### src/hw/rtl/ssad_pkg.sv
`timescale 1ns / 1ps
`default_nettype none

package ssad_pkg;

    // Field widths
    localparam int LEVEL_W = 8;
    localparam int THR_W   = 8;
    localparam int CNT_W   = 4;

    // Averaging period, in periodic samples
    localparam int AVG_PERIOD = 10;

    // Register reset values
    localparam logic [THR_W-1:0]          THRESHOLD_RST     = 8'd3;
    localparam logic signed [LEVEL_W-1:0] DEFAULT_LEVEL_RST = -8'sd128;

    // Item kinds carried on tuser
    localparam logic ACT_SAMPLE = 1'b0;
    localparam logic ACT_INIT   = 1'b1;

    // Register select, taken from paddr[2]
    localparam logic REG_THRESHOLD = 1'b0;
    localparam logic REG_DEFAULT   = 1'b1;

    // Per-item control that rides along the averaging pipeline
    typedef struct packed {
        logic init;     // init fill item
        logic invalid;  // periodic sample that is not negative
        logic avg_en;   // an average is taken for this item
        logic normal;   // normal working mode
    } t_side;

endpackage

`default_nettype wire

### src/hw/rtl/signal_strength_average_deadband_core.sv
`timescale 1ns / 1ps
`default_nettype none

// Channel   Dir  Handshake                 Payload
// s stream  in   i_s_tvalid / o_s_tready   tdata: sample[7:0], normal_mode[8]; tuser: action
// m stream  out  o_m_tvalid / i_m_tready   tdata: reported_level[7:0], average_level[15:8],
//                                          published[16]
// apb       in   psel, penable, pwrite     0x0 change_threshold, 0x4 default_level
//
// One item per cycle sustained while the output is not stalled. The accepting edge
// updates the history chain and loads the first of three averaging stages, the last
// of which feeds the output register holding the level.
// Synchronous active-low reset clears history, sum and count; level resets to -128.
// Each stage holds only while the stage after it is full and stalled, so items
// keep entering while a finished result waits on the output.
module signal_strength_average_deadband_core
    import ssad_pkg::*;
#(
    parameter int HISTORY_DEPTH = 10
) (
    input  wire logic        i_clk,
    input  wire logic        i_rst_n,

    input  wire logic        i_s_tvalid,
    output logic             o_s_tready,
    input  wire logic [15:0] i_s_tdata,   // sample[7:0], normal_mode[8], zero pad
    input  wire logic        i_s_tuser,   // action

    output logic             o_m_tvalid,
    input  wire logic        i_m_tready,
    output logic [23:0]      o_m_tdata,   // reported_level[7:0], average_level[15:8],
                                          // published[16], zero pad

    input  wire logic        psel,
    input  wire logic        penable,
    input  wire logic        pwrite,
    input  wire logic [2:0]  paddr,
    input  wire logic [31:0] pwdata,
    output logic [31:0]      prdata,
    output logic             pready
);

    localparam int SUM_W = $clog2(128 * HISTORY_DEPTH + 1) + 1;
    localparam logic signed [SUM_W-1:0] DEPTH_S = SUM_W'(HISTORY_DEPTH);

    // Configuration registers
    logic [THR_W-1:0]          r_threshold;
    logic signed [LEVEL_W-1:0] r_default;
    logic                      cfg_wr;

    assign pready = 1'b1;
    assign cfg_wr = psel && penable && pwrite && pready;

    always_ff @(posedge i_clk) begin
        if (!i_rst_n) begin
            r_threshold <= THRESHOLD_RST;
            r_default   <= DEFAULT_LEVEL_RST;
        end else if (cfg_wr) begin
            case (paddr[2])
                REG_THRESHOLD: r_threshold <= pwdata[THR_W-1:0];
                REG_DEFAULT:   r_default   <= $signed(pwdata[LEVEL_W-1:0]);
                default: ;
            endcase
        end
    end

    always_comb begin
        case (paddr[2])
            REG_THRESHOLD: prdata = 32'(r_threshold);
            REG_DEFAULT:   prdata = 32'($unsigned(r_default));
            default:       prdata = '0;
        endcase
    end

    // Input decode
    logic                      in_acc;
    logic                      act;
    logic signed [LEVEL_W-1:0] sample;
    logic                      normal;
    logic                      sample_ok;

    assign act       = i_s_tuser;
    assign sample    = $signed(i_s_tdata[LEVEL_W-1:0]);
    assign normal    = i_s_tdata[LEVEL_W];
    assign sample_ok = sample[LEVEL_W-1];
    assign in_acc    = i_s_tvalid && o_s_tready;

    // Chain control
    logic                      do_load;
    logic                      do_shift;
    logic signed [LEVEL_W-1:0] fill;

    assign do_load  = in_acc && (act == ACT_INIT);
    assign do_shift = in_acc && (act == ACT_SAMPLE) && sample_ok;
    assign fill     = sample_ok ? sample : r_default;

    // History chain, newest entry in cell 0
    logic signed [LEVEL_W-1:0] hist [HISTORY_DEPTH];

    for (genvar g = 0; g < HISTORY_DEPTH; g++) begin : g_cell
        logic signed [LEVEL_W-1:0] prev;
        if (g == 0) begin : g_head
            assign prev = sample;
        end else begin : g_body
            assign prev = hist[g-1];
        end
        ssad_cell u_cell (
            .i_clk   (i_clk),
            .i_rst_n (i_rst_n),
            .i_shift (do_shift),
            .i_load  (do_load),
            .i_fill  (fill),
            .i_prev  (prev),
            .o_value (hist[g])
        );
    end

    // Running sum of the chain and sample counter
    logic signed [SUM_W-1:0] r_sum;
    logic signed [SUM_W-1:0] n_sum;
    logic [CNT_W-1:0]        r_count;
    logic [CNT_W-1:0]        n_count;

    always_comb begin
        n_count = (r_count == CNT_W'(AVG_PERIOD - 1)) ? '0 : r_count + 1'b1;
        n_sum   = r_sum;
        if (act == ACT_INIT) begin
            n_sum = SUM_W'(fill) * DEPTH_S;
        end else if (sample_ok) begin
            n_sum = r_sum + SUM_W'(sample) - SUM_W'(hist[HISTORY_DEPTH-1]);
        end
    end

    always_ff @(posedge i_clk) begin
        if (!i_rst_n) begin
            r_sum   <= '0;
            r_count <= '0;
        end else if (in_acc) begin
            r_sum <= n_sum;
            if (act == ACT_SAMPLE) begin
                r_count <= n_count;
            end
        end
    end

    // Item control into the averaging pipeline
    t_side side_in;

    always_comb begin
        side_in.init    = (act == ACT_INIT);
        side_in.invalid = (act == ACT_SAMPLE) && !sample_ok;
        side_in.avg_en  = (act == ACT_INIT) || (sample_ok && (n_count == '0));
        side_in.normal  = normal;
    end

    logic                      avg_valid;
    logic                      avg_ready;
    logic signed [LEVEL_W-1:0] avg;
    t_side                     avg_side;

    ssad_avg #(
        .DEPTH (HISTORY_DEPTH)
    ) u_avg (
        .i_clk   (i_clk),
        .i_rst_n (i_rst_n),
        .i_valid (i_s_tvalid),
        .o_ready (o_s_tready),
        .i_sum   (n_sum),
        .i_side  (side_in),
        .o_valid (avg_valid),
        .i_ready (avg_ready),
        .o_avg   (avg),
        .o_side  (avg_side)
    );

    // Deadband decision and output register
    logic signed [LEVEL_W-1:0] r_level;
    logic signed [LEVEL_W-1:0] n_level;
    logic signed [LEVEL_W-1:0] n_avg_out;
    logic                      n_pub;
    logic signed [LEVEL_W+1:0] diff;
    logic [LEVEL_W+1:0]        diff_abs;
    logic                      r_ov;
    logic signed [LEVEL_W-1:0] r_out_level;
    logic signed [LEVEL_W-1:0] r_out_avg;
    logic                      r_out_pub;
    logic                      out_take;

    assign avg_ready = !r_ov || i_m_tready;
    assign out_take  = avg_valid && avg_ready;

    assign diff     = (LEVEL_W + 2)'(r_level) - (LEVEL_W + 2)'(avg);
    assign diff_abs = diff[LEVEL_W+1] ? $unsigned(-diff) : $unsigned(diff);

    always_comb begin
        n_level   = r_level;
        n_avg_out = r_level;
        n_pub     = 1'b0;
        if (avg_side.init) begin
            n_level   = avg;
            n_avg_out = avg;
            n_pub     = 1'b1;
        end else if (avg_side.invalid) begin
            n_level = '0;
        end else if (avg_side.avg_en) begin
            n_avg_out = avg;
            if (diff_abs >= (LEVEL_W + 2)'(r_threshold)) begin
                n_level = avg;
                n_pub   = (avg != '0) && avg_side.normal;
            end
        end
    end

    always_ff @(posedge i_clk) begin
        if (!i_rst_n) begin
            r_ov    <= 1'b0;
            r_level <= DEFAULT_LEVEL_RST;
        end else if (avg_ready) begin
            r_ov <= avg_valid;
            if (avg_valid) begin
                r_level <= n_level;
            end
        end
    end

    always_ff @(posedge i_clk) begin
        if (out_take) begin
            r_out_level <= n_level;
            r_out_avg   <= n_avg_out;
            r_out_pub   <= n_pub;
        end
    end

    assign o_m_tvalid = r_ov;
    assign o_m_tdata  = {7'd0, r_out_pub, r_out_avg, r_out_level};

endmodule

`default_nettype wire

### src/hw/rtl/ssad_cell.sv
`timescale 1ns / 1ps
`default_nettype none

// One history entry: shifts from its neighbor or loads the init fill
module ssad_cell
    import ssad_pkg::*;
(
    input  wire logic                      i_clk,
    input  wire logic                      i_rst_n,
    input  wire logic                      i_shift,
    input  wire logic                      i_load,
    input  wire logic signed [LEVEL_W-1:0] i_fill,
    input  wire logic signed [LEVEL_W-1:0] i_prev,
    output logic signed [LEVEL_W-1:0]      o_value
);

    logic signed [LEVEL_W-1:0] r_value;
    logic signed [LEVEL_W-1:0] n_value;

    always_comb begin
        n_value = r_value;
        if (i_load) begin
            n_value = i_fill;
        end else if (i_shift) begin
            n_value = i_prev;
        end
    end

    always_ff @(posedge i_clk) begin
        if (!i_rst_n) begin
            r_value <= '0;
        end else begin
            r_value <= n_value;
        end
    end

    assign o_value = r_value;

endmodule

`default_nettype wire

### src/hw/rtl/ssad_avg.sv
`timescale 1ns / 1ps
`default_nettype none

// Rounded average of the history sum: trunc((2*sum + D) / (2*D)).
// Three stages: magnitude of the numerator, reciprocal multiply, sign.
// The reciprocal is rounded up and wide enough to be exact for every
// numerator magnitude that can occur, so no correction step is needed.
module ssad_avg
    import ssad_pkg::*;
#(
    parameter int DEPTH = 10,
    localparam int SUM_W = $clog2(128 * DEPTH + 1) + 1
) (
    input  wire logic                    i_clk,
    input  wire logic                    i_rst_n,
    input  wire logic                    i_valid,
    output logic                         o_ready,
    input  wire logic signed [SUM_W-1:0] i_sum,
    input  wire t_side                   i_side,
    output logic                         o_valid,
    input  wire logic                    i_ready,
    output logic signed [LEVEL_W-1:0]    o_avg,
    output t_side                        o_side
);

    localparam int NUM_W       = SUM_W + 2;
    localparam int ABS_W       = $clog2(255 * DEPTH + 1);
    localparam int DIV         = 2 * DEPTH;
    localparam int RCP_SHIFT   = ABS_W + $clog2(DIV);
    localparam int MUL_W       = ABS_W + 1;
    localparam int PROD_W      = ABS_W + MUL_W + LEVEL_W;
    localparam longint RCP_MULT = ((longint'(1) <<< RCP_SHIFT) + DIV - 1) / DIV;
    localparam logic signed [NUM_W-1:0] DEPTH_N = NUM_W'(DEPTH);

    // Stage valids and ready chain
    logic r_va, r_vb, r_vc;
    logic rdy_a, rdy_b, rdy_c;

    assign rdy_c   = !r_vc || i_ready;
    assign rdy_b   = !r_vb || rdy_c;
    assign rdy_a   = !r_va || rdy_b;
    assign o_ready = rdy_a;

    // Stage A: numerator and its magnitude
    logic signed [NUM_W-1:0] w_sum_ext;
    logic signed [NUM_W-1:0] w_num;
    logic signed [NUM_W-1:0] w_abs;
    logic [ABS_W-1:0]        r_abs;
    logic                    r_neg_a;
    t_side                   r_side_a;

    assign w_sum_ext = NUM_W'(i_sum);
    assign w_num     = (w_sum_ext <<< 1) + DEPTH_N;
    assign w_abs     = w_num[NUM_W-1] ? -w_num : w_num;

    // Stage B: quotient by reciprocal multiply
    logic [PROD_W-1:0]  w_prod;
    logic [LEVEL_W-1:0] r_quot;
    logic               r_neg_b;
    t_side              r_side_b;

    assign w_prod = PROD_W'(r_abs) * PROD_W'(RCP_MULT);

    // Stage C: restore sign
    logic signed [LEVEL_W-1:0] r_avg;
    t_side                     r_side_c;

    always_ff @(posedge i_clk) begin
        if (!i_rst_n) begin
            r_va <= 1'b0;
            r_vb <= 1'b0;
            r_vc <= 1'b0;
        end else begin
            if (rdy_a) begin
                r_va <= i_valid;
            end
            if (rdy_b) begin
                r_vb <= r_va;
            end
            if (rdy_c) begin
                r_vc <= r_vb;
            end
        end
    end

    always_ff @(posedge i_clk) begin
        if (rdy_a) begin
            r_abs    <= w_abs[ABS_W-1:0];
            r_neg_a  <= w_num[NUM_W-1];
            r_side_a <= i_side;
        end
        if (rdy_b) begin
            r_quot   <= w_prod[RCP_SHIFT +: LEVEL_W];
            r_neg_b  <= r_neg_a;
            r_side_b <= r_side_a;
        end
        if (rdy_c) begin
            r_avg    <= r_neg_b ? -$signed(r_quot) : $signed(r_quot);
            r_side_c <= r_side_b;
        end
    end

    assign o_valid = r_vc;
    assign o_avg   = r_avg;
    assign o_side  = r_side_c;

endmodule

`default_nettype wire

### config.mk
export PLATFORM = sky130hd
export DESIGN_NAME = signal_strength_average_deadband_core
export DESIGN_NICKNAME = d
export VERILOG_FILES = /design/src/hw/rtl/ssad_pkg.sv /design/src/hw/rtl/signal_strength_average_deadband_core.sv /design/src/hw/rtl/ssad_cell.sv /design/src/hw/rtl/ssad_avg.sv
export SDC_FILE = /design/constraint.sdc
export NUM_CORES = 1
export LEC_CHECK = 0
export BUFFER_PORTS_ARGS = -buffer_cell sky130_fd_sc_hd__buf_2
export CORE_MARGIN = 5
export CORE_UTILIZATION = 50
export CTS_CLUSTER_SIZE = 8
export DETAILED_ROUTE_END_ITERATION = 7
export PLACE_DENSITY = 0.79
export SLEW_MARGIN = 0
export SYNTH_ARGS = -nofsm -noshare
export SYNTH_HDL_FRONTEND = slang
export SYNTH_SLANG_ARGS = --single-unit
### constraint.sdc
create_clock -name i_clk -period 13.55 [get_ports i_clk]
set_input_delay 2.71 -clock i_clk [delete_from_list [all_inputs] [get_ports i_clk]]
set_output_delay 2.71 -clock i_clk [all_outputs]
set_load 0.005 [all_outputs]
Yosys cells after proc, flatten, opt, wreduce, memory -nomap -nowiden --
Cells that the tools add are included.
Word-level totals: register bits after elaboration 183, bits of input ports 59, output and inout port bits 59, word-level logic and storage cells 118
Operators by class: add/subtract/negate cells 8, multipliers 2, magnitude comparators 1, equal/unequal tests 1, muxes and demuxes 38, bitwise logic cells 2, reduce and logical (&&, ||, !) cells 27
Operator list (count):
- 8-bit two-way mux | 29
- 32-bit one-hot mux with 2 select lines | 1
- 12-bit two-way mux | 3
- 12-bit by 12-bit multiplier with 24-bit output, second input constant | 1
- 13-bit by 5-bit adder with 14-bit output, second input constant | 1
- 12-bit by 8-bit adder with 12-bit output | 1
- 12-bit negator | 1
- 12-bit by 8-bit subtractor with 12-bit output | 1
- 8-bit by 4-bit multiplier with 11-bit output, second input constant | 1
- 10-bit by 8-bit >= comparator with 1-bit output | 1
- 1-bit logical AND | 10
- 10-bit two-way mux | 1
- 9-bit negator with 10-bit output | 1
- 8-bit by 8-bit subtractor with 9-bit output | 1
- 8-bit negator | 1
- 2-bit AND reduction | 4
- 8-bit nonzero test | 1
- 1-bit zero test | 5
- 1-bit logical OR | 5
- 4-bit by 1-bit adder with 4-bit output, second input constant | 1
- 4-bit == test, second input constant | 1
- 4-bit zero test | 1
- 4-bit two-way mux | 1
- 1-bit two-way mux | 3
- 2 further kinds | 3

Depth between registers and ports, before layout --
Gate-level depths: netlist (run 1).
depth in word-level cells 10, depth in mapped cells 24, depth with buffers taken out 22

Cells and area by module --
Synthesis (run 1) repeated with hierarchy kept, for this count alone.
Unflattened totals: cell total of the unflattened synthesis 1404, area, all modules 14018.4 um2
By module, submodules not included:
- signal_strength_average_deadband_core | times used 1, cells an instance 628, area an instance 5129.9 um2, seq. area each 1331.3 um2
- ssad_avg | times used 1, cells an instance 426, area an instance 4484.3 um2, seq. area each 1291.2 um2
- ssad_cell | times used 10, cells an instance 35, area an instance 440.4 um2, seq. area each 160.2 um2

Worst setup path before layout (run 1) --
No wires, ideal clock.
path type in2reg, start point input port i_s_tdata[7], end point register u_avg.r_abs[9], data pin, library setup time 0.263 ns, arrival 6.570 ns, required time 13.287 ns, setup slack 6.717 ns, cell stages on the path 19, buffers on the path 4, cells stage by stage buf_4 buf_4 clkbuf_1 mux2_2 ha_1 ha_1 inv_1 fa_1 nor2b_1 o21a_1 mux2_2 a21oi_1 nand3_1 nand4bb_2 o41a_1 buf_6 o21ai_0 mux2i_1 xor2_1
On the way: elaborated cells on any way between the ends 9, those cells by class add/sub (4); mul (1); mux (4)
RTL lines:
- start, declared | RTL line signal_strength_average_deadband_core.sv:26 | input wire logic [15:0] i_s_tdata,
- 12-bit by 8-bit adder with 12-bit output | RTL line signal_strength_average_deadband_core.sv:130 | n_sum = r_sum + SUM_W'(sample) - SUM_W'(hist[HISTORY_DEPTH-1]);
- 12-bit by 8-bit subtractor with 12-bit output | RTL line signal_strength_average_deadband_core.sv:130
- 12-bit two-way mux | RTL line signal_strength_average_deadband_core.sv:129 | end else if (sample_ok) begin
- 12-bit two-way mux (*) | RTL line signal_strength_average_deadband_core.sv:127 | if (act == ACT_INIT) begin
- 13-bit by 5-bit adder with 14-bit output (*) | RTL line ssad_avg.sv:53 | assign w_num = (w_sum_ext <<< 1) + DEPTH_N;
- net u_avg.w_num[13] | RTL line ssad_avg.sv:46 | logic signed [NUM_W-1:0] w_num;
- 12-bit two-way mux (*) | RTL line ssad_avg.sv:54 | assign w_abs = w_num[NUM_W-1] ? -w_num : w_num;
- net u_avg.w_abs[9] | RTL line ssad_avg.sv:47 | logic signed [NUM_W-1:0] w_abs;
- end signal, assigned | RTL line ssad_avg.sv:88 | r_abs <= w_abs[ABS_W-1:0];
- end, declared | RTL line ssad_avg.sv:48 | logic [ABS_W-1:0] r_abs;
The timed path passes the listed nets; every way through them passes the cells marked *. A chain may end at the register's enable or synchronous reset.

Worst setup path after layout (run 1) --
start point input port i_s_tdata[7], end point register u_avg.r_abs[7], data pin
On the way: word-level cells in the longest chain between the ends 6, elaborated cells on any way between the ends 9, those cells by class add/sub (4); mul (1); mux (4)
RTL lines (RTL line):
- 8-bit two-way mux / 12-bit by 8-bit adder with 12-bit output (equally long branches) | signal_strength_average_deadband_core.sv:95, signal_strength_average_deadband_core.sv:130
- 8-bit by 4-bit multiplier with 11-bit output / 12-bit by 8-bit subtractor with 12-bit output (equally long branches) | signal_strength_average_deadband_core.sv:128, signal_strength_average_deadband_core.sv:130
- 12-bit two-way mux (*) | signal_strength_average_deadband_core.sv:127
- 13-bit by 5-bit adder with 14-bit output (*) | ssad_avg.sv:53
- 12-bit negator / 13-bit by 5-bit adder with 14-bit output (equally long branches) | ssad_avg.sv:54, ssad_avg.sv:53
- 12-bit two-way mux (*) | ssad_avg.sv:54
- net u_avg.w_abs[7] | ssad_avg.sv:47
Marks and branches as above.

==> key figures, run 1 <==
Status
  – Status: finished clean

Clock tree
  – Reg clk slew, reported paths: about 0.060 ns
  – Htree depth: 4
  – TritonCTS clock tree: done
  – Sink Count: 182
  – Setup repair bufs after CTS: 0
  – Clock Path Buffers: 2
  – TritonCTS buffer count: 17
  – CTS root buf: clkbuf_16
  – Worst skew pair latency: 0.43 ns
  – Hold Buf Count CTS: 0
  – Post-CTS sizing: 0

Floorplan
  – Starting Density: approximately half
  – I/O Pins: ~120
  – Die H: 166 microns
  – Full die area: 27,600 sq um
  – Die Wd: ~170 microns
  – Core Area: 24,200 sq um
  – Site row count: 57

Logic synthesis
  – Synth area leaders: dfxtp_1, edfxtp_1, ha_1, fa_1, a21oi_1
  – Cells after Synth: 1,337
  – Share of the synthesized area in the top cell type: 20.4%
  – Register area share after synthesis: 34.7%
  – Count leader, synth: nand2_1
  – Main synth FF type: dfxtp_1
  – FF+latch count, synth: 182
  – Synthesized area per cell: approximately 9.1 sq um
  – Async set-reset flop share out of synthesis: 0%
  – Yosys warnings: 0
  – Syn Std Cell Area: about 12,000 sq um
  – Post-synth EDFFs: 58
  – Count of different cell masters after synthesis: 84
  – Area leader, netlist: dfxtp_1
  – Post-synth top cells: nand2_1, inv_1, a21oi_1, ha_1, dfxtp_1

Cells and area
  – Fill cells: 2,097
  – Nets: 1,587
  – Final core utilization: 54.4%
  – Synthesis-to-layout area growth: 7.87%
  – Fraction of layout cells with a size suffix above 1: 9.88%
  – Antenna cells: 0

Worst setup path
  – Worst Setup Start Kind: input port
  – WP data arrival: 7.10 ns
  – Max FO, Critical Path: 27
  – FF-to-FF path depth: 17
  – FF-to-FF Start: u_avg.r_abs[7]
  – Setup CP Type: in2reg
  – Req. time, crit path: 13.69 ns
  – Crit path capture type: register
  – FF-to-FF setup slack: 7.89 ns
  – Reg2reg end: u_avg.r_quot[7]

Drt
  – Residual DRC: 0
  – DR WL/cell: between 15 and 20 microns
  – Total number of vias: 9,374
  – Post-route ant nets: 0
  – Violation count after the first detailed-route iteration: 690
  – Drt total wl: 25,600 microns
  – Drt pass-1 iters: 5
  – Via density: 5.55

Worst hold path
  – Hold Startpoint: u_avg.r_side_a[0]
  – Worst hold path class: reg2reg
  – Hold endpoint: u_avg.r_side_b[0]
  – Hold Crit Depth: 0

Global route
  – Initial antenna violation count: 0
  – Largest net degree at the start of global routing: 96
  – Vias in the first global route: 9,254
  – Total Routing Usage GR: 18.7%
  – Global-route wire length before repair: 43,600 microns
  – GRT overflow: 0

Flow run
  – Max-cap violations: 0

STA
  – Max Freq: roughly 140 MHz
  – Total negative setup slack: 0 ns
  – Clk_skew: 0.0123 ns
  – Tcrit/Tclk final: 51.3%
  – Setup slack after layout: about 6.6 ns
  – Max-slew violations: 0
  – Final Hold Fails: 0
  – Worst-margin pin slew: ~1.1 ns
  – Relative slew slack: 26.3%
  – RSZ-0062 raised after global routing: no
  – # setup viols final: 0
  – Fin crit period: 6.95 ns

Placement
  – HPWL Detailed: between 15,000 and 20,000 microns
  – PortBufs: 52
  – Setup WS pre-CTS: 6.28 ns
  – GP Congestion: 0.949
how the worst max path moves through the flow:
stage | from | end | slack (ns) | cells after the start
3_5_place_dp | i_s_tdata[7] | u_avg.r_abs[7] | 6.28 | 16
4_1_cts | i_s_tdata[7] | u_avg.r_abs[7] | 6.66 | 16
2_1_floorplan | i_s_tdata[7] | u_avg.r_abs[9] | 6.72 | 19
6_report | i_s_tdata[7] | u_avg.r_abs[7] | 6.60 | 16
3_3_place_gp | i_s_tdata[7] | u_avg.r_abs[7] | 6.34 | 16
5_1_grt | i_s_tdata[7] | u_avg.r_abs[7] | 6.38 | 16
cells by family after synthesis:
family / count (synthesis) / synth area share [%]
AOI/OAI and AO/OA: 349 / 18.7
and+or+nand+nor: 335 / 12.5
buffers and inverters: 228 / 8.24
DFF: 182 / 34.7
adders and majority gates: 175 / 20.8
xor gates and xnor gates: 48 / 3.56
muxes: 18 / 1.58
other: 2 / 0.0616
worst max-delay path, stage by stage:
cell       delay (ns)
buf_2            0.48
mux2_2           0.46
ha_1             0.29
ha_1             0.19
inv_1            0.06
fa_1             0.41
nor2b_1          0.14
o21a_1           0.15
mux2_2           0.33
a21oi_1          0.14
nand3_1          0.24
nand4bb_2        0.38
o41a_1           0.56
xor2_1           0.27
a22oi_2          0.10
xor2_1           0.17
area by class of cell:
| cell class | instances | area (sq um) | share of cell area (%) |
|---|---|---|---|
| clock buffers | 19 | 444 | 3.38 |
| clock inverters | 13 | 156 | 1.19 |
| inverters | 137 | 514 | 3.91 |
| multi-input cells | 957 | 7100 | 54.0 |
| flip-flops and latches | 182 | 4220 | 32.1 |
| well taps | 324 | 405 | 3.08 |
| repair buffers | 58 | 305 | 2.32 |
state kept, by name (all words and copies together) (netlist names), 8 cells and up:
register               count
u_avg.r_abs               11
u_avg.r_quot               8
u_avg.o_avg                8
r_sum                     12
r_threshold                8
r_out_avg                  8
r_out_level                8
r_level                    8
g_cell.u_cell.o_value     80
r_default                  8
cell usage in the layout (no fill, tap or decap), types with 10 or more instances in the layout:
cell | Yosys | routed
inv_1 | 136 | 136
ha_1 | 129 | 129
nor3_1 | 14 | 14
xor2_1 | 12 | 12
and3_1 | 10 | 10
nor2_1 | 72 | 70
a21oi_1 | 131 | 131
o21ai_0 | 59 | 59
dfxtp_1 | 124 | 124
edfxtp_1 | 58 | 58
conb_1 | 2 | 32
nand2_1 | 166 | 166
xnor2_1 | 35 | 35
clkbuf_16 | 0 | 17
nor2b_1 | 13 | 13
or2_2 | 11 | 11
o211ai_1 | 63 | 63
mux2_2 | 10 | 10
buf_2 | 2 | 52
nand3_1 | 14 | 14
fa_1 | 46 | 46
per-layer routing:
metal	part of all wire, %	up-vias	GRT usage (%)
met5	0	-	0
met2	50	255	32.2
met1	43	4452	23.5
li1	-	4619	-
met3	5.6	48	3.81
met4	2.0	0	6.06
stage by stage:
stage | instances | area, sq um | hold slack, ns
6_report | 1690 | 13100 | 0.421
5_1_grt | 1690 | 13100 | 0.423
4_1_cts | 1690 | 13100 | 0.420
3_5_place_dp | 1658 | 12500 | 0.405
3_3_place_gp | 1658 | 12500 | 0.404
2_1_floorplan | 1367 | 12300 | 0.400
Power of run 1 is not shown: default switching activity piles up to over one toggle a cycle in this logic, so the estimate is an artifact.
==> run 2, diff against run 1 <==
- PLACE_DENSITY: 0.79 -> 0.82
- clock period: 13.55 -> 5.65 ns (I/O delays scaled with it)
==> run 2 against run 1 <==
Via count is 0.78% higher; cell area up 0.57%; clock-buffer cell count is 2 lower; first-iteration DRC count rose by 1.0%; register-to-register slack worse by 7.5 ns; global-route usage fell by 0.38 points.
==> key figures, run 2 (same netlist as run 1, synthesis figures left out) <==
Drt
  – Via density: 5.55 (+0.13%)
  – DR WL/cell: 15.1 microns (-0.33%)
  – Residual DRC: 0 (unchanged)
  – Post-route ant nets: 0 (unchanged)
  – Violation count after the first detailed-route iteration: 697 (+1.0%)
  – Drt pass-1 iters: 5 (unchanged)
  – Drt total wl: 25,700 microns (+0.32%)
  – Total number of vias: 9,447 (+0.78%)

STA
  – Max-slew violations: 0 (unchanged)
  – RSZ-0062 raised after global routing: no
  – Max Freq: 189 MHz
  – Tcrit/Tclk final: 93.5%
  – Clk_skew: 0.0161 ns (+0.00388 ns)
  – Worst-margin pin slew: 1.14 ns (+0.0345 ns)
  – Final Hold Fails: 0 (unchanged)
  – # setup viols final: 0 (unchanged)
  – Relative slew slack: 24.0% (-2.3 points)
  – Total negative setup slack: 0 ns (unchanged)
  – Fin crit period: 5.28 ns

Floorplan
  – I/O Pins: 118 (unchanged)
  – Site row count: 57 (unchanged)
  – Core Area: 24,200 sq um (unchanged)
  – Full die area: 27,600 sq um (unchanged)
  – Die H: 166 microns (unchanged)
  – Die Wd: 166 microns (unchanged)
  – Starting Density: 50.4% (unchanged)

Clock tree
  – TritonCTS clock tree: done
  – Reg clk slew, reported paths: 0.08 ns (+0.02 ns)
  – TritonCTS buffer count: 17 (unchanged)
  – Setup repair bufs after CTS: 0 (unchanged)
  – CTS root buf: clkbuf_16
  – Post-CTS sizing: 0 (unchanged)
  – Sink Count: 182 (unchanged)
  – Worst skew pair latency: 0.44 ns (about the same)
  – Hold Buf Count CTS: 0 (unchanged)
  – Htree depth: 4 (unchanged)
  – Clock Path Buffers: 2 (unchanged)

Worst setup path
  – WP data arrival: 5.47 ns (-1.63 ns)
  – Max FO, Critical Path: 4 (-85%)
  – Crit path capture type: register
  – Worst setup path start: u_avg.r_abs[2]
  – Largest stage delay, worst path: 0.55 ns (about the same)
  – Cell family with most CP delay: adder cells
  – Setup CP Type: reg2reg
  – Crit-path cells: ha_1 -> inv_1 -> fa_1 -> fa_1 -> fa_1 -> inv_1 -> fa_1 -> ha_1 -> a2111oi_2 -> nor2b_1 -> o21ai_0 -> a31oi_1 -> nor2b_1 -> o31a_1 -> o21a_1 -> nor2_1 -> xnor2_1
  – Req. time, crit path: 5.84 ns (-7.85 ns)
  – CP dominant cell by count: fa_1
  – FF-to-FF Start: u_avg.r_abs[2]
  – Worst Setup Start Kind: register
  – Max stage delay cell, worst path: fa_1
  – Worst Path Buf+Inv: 2 (unchanged)

Cells and area
  – Most frequent cells in the layout: nand2_1, inv_1, a21oi_1, ha_1, dfxtp_1
  – Fraction of layout cells with a size suffix above 1: 10.6% (+0.73 points)
  – Most common cell after layout, fill and taps aside: nand2_1
  – Fill cells: 2,042 (-2.6%)
  – Nets: 1,597 (+0.63%)
  – Layout Cells excl Fill: 1,701 (+0.65%)
  – Largest register FFs: 80 (unchanged)
  – Synthesis-to-layout area growth: 8.49%

Worst hold path
  – Hold Startpoint: u_avg.r_side_a[2]
  – Worst hold path class: reg2reg

Global route
  – Met1 GRT Util: 23.3% (-0.20 points)
  – Vias in the first global route: 9,091 (-1.8%)
  – Global-route wire length before repair: 42,600 microns (-2.2%)
  – Initial antenna violation count: 1 (+1)
  – Largest net degree at the start of global routing: 72 (-25%)
  – Met2 Use GR: 31.3% (-0.85 points)
  – Gr busiest metal: met2
  – GR Layer Usage met3: 3.88% (+0.071 points)
  – Total Routing Usage GR: 18.3% (-0.38 points)
  – GRT overflow: 0 (unchanged)

Placement
  – PortBufs: 52 (unchanged)
  – GP Congestion: 0.913 (-3.8%)
  – HPWL Detailed: 19,000 microns (+0.71%)
  – Placed instance count: 1,668 (+0.60%)

Status
  – Status: finished clean

Flow run
  – Max-cap violations: 0 (unchanged)
[run 2: path summary, 6_finish.rpt]
kind	endpoint	slack [ns]	cells past startpoint
worst max register to register	u_avg.r_quot[7]	0.37	17
worst max-delay path	u_avg.r_quot[7]	0.37	17
worst min register to register	u_avg.r_side_b[2]	0.42	0
worst min-delay path	u_avg.r_side_b[2]	0.42	0
[run 2: routing by layer]
layer,wire [microns],vias up
li1,-,4630
met1,10900,4470
met2,12600,299
met3,1710,48
met4,483,0
met5,0,-
[run 2: worst reg2reg max path, cell delays in order, from the launching register on]
cell       delay, ns
edfxtp_1        0.47
ha_1            0.34
inv_1           0.07
fa_1            0.50
fa_1            0.53
fa_1            0.55
inv_1           0.06
fa_1            0.49
ha_1            0.24
a2111oi_2       0.39
nor2b_1         0.17
o21ai_0         0.18
a31oi_1         0.27
nor2b_1         0.09
o31a_1          0.28
o21a_1          0.19
nor2_1          0.13
xnor2_1         0.07
[run 2: cell type report]
cell class / instances / area [sq um] / area share (%)
antenna: 1 / 2.50 / 0.0189
clock buffer: 17 / 425 / 3.22
clock inverter: 15 / 166 / 1.26
inverter: 137 / 514 / 3.89
multi-input combinational: 957 / 7110 / 53.7
sequential: 182 / 4220 / 31.9
tap: 324 / 405 / 3.07
timing repair buffer: 68 / 380 / 2.88
[run 2: per-stage QoR]
stage	hold slack, ns	util [%]	setup slack [ns]	cell area, sq um
2_1_floorplan	0.400	-	0.397	12300
3_3_place_gp	0.401	52.2	0.302	12600
3_5_place_dp	0.406	52.2	0.183	12600
4_1_cts	0.421	54.7	0.168	13200
5_1_grt	0.432	54.7	0.0705	13200
6_report	0.420	54.7	0.370	13200
Power of run 2 is left out for the same reason.
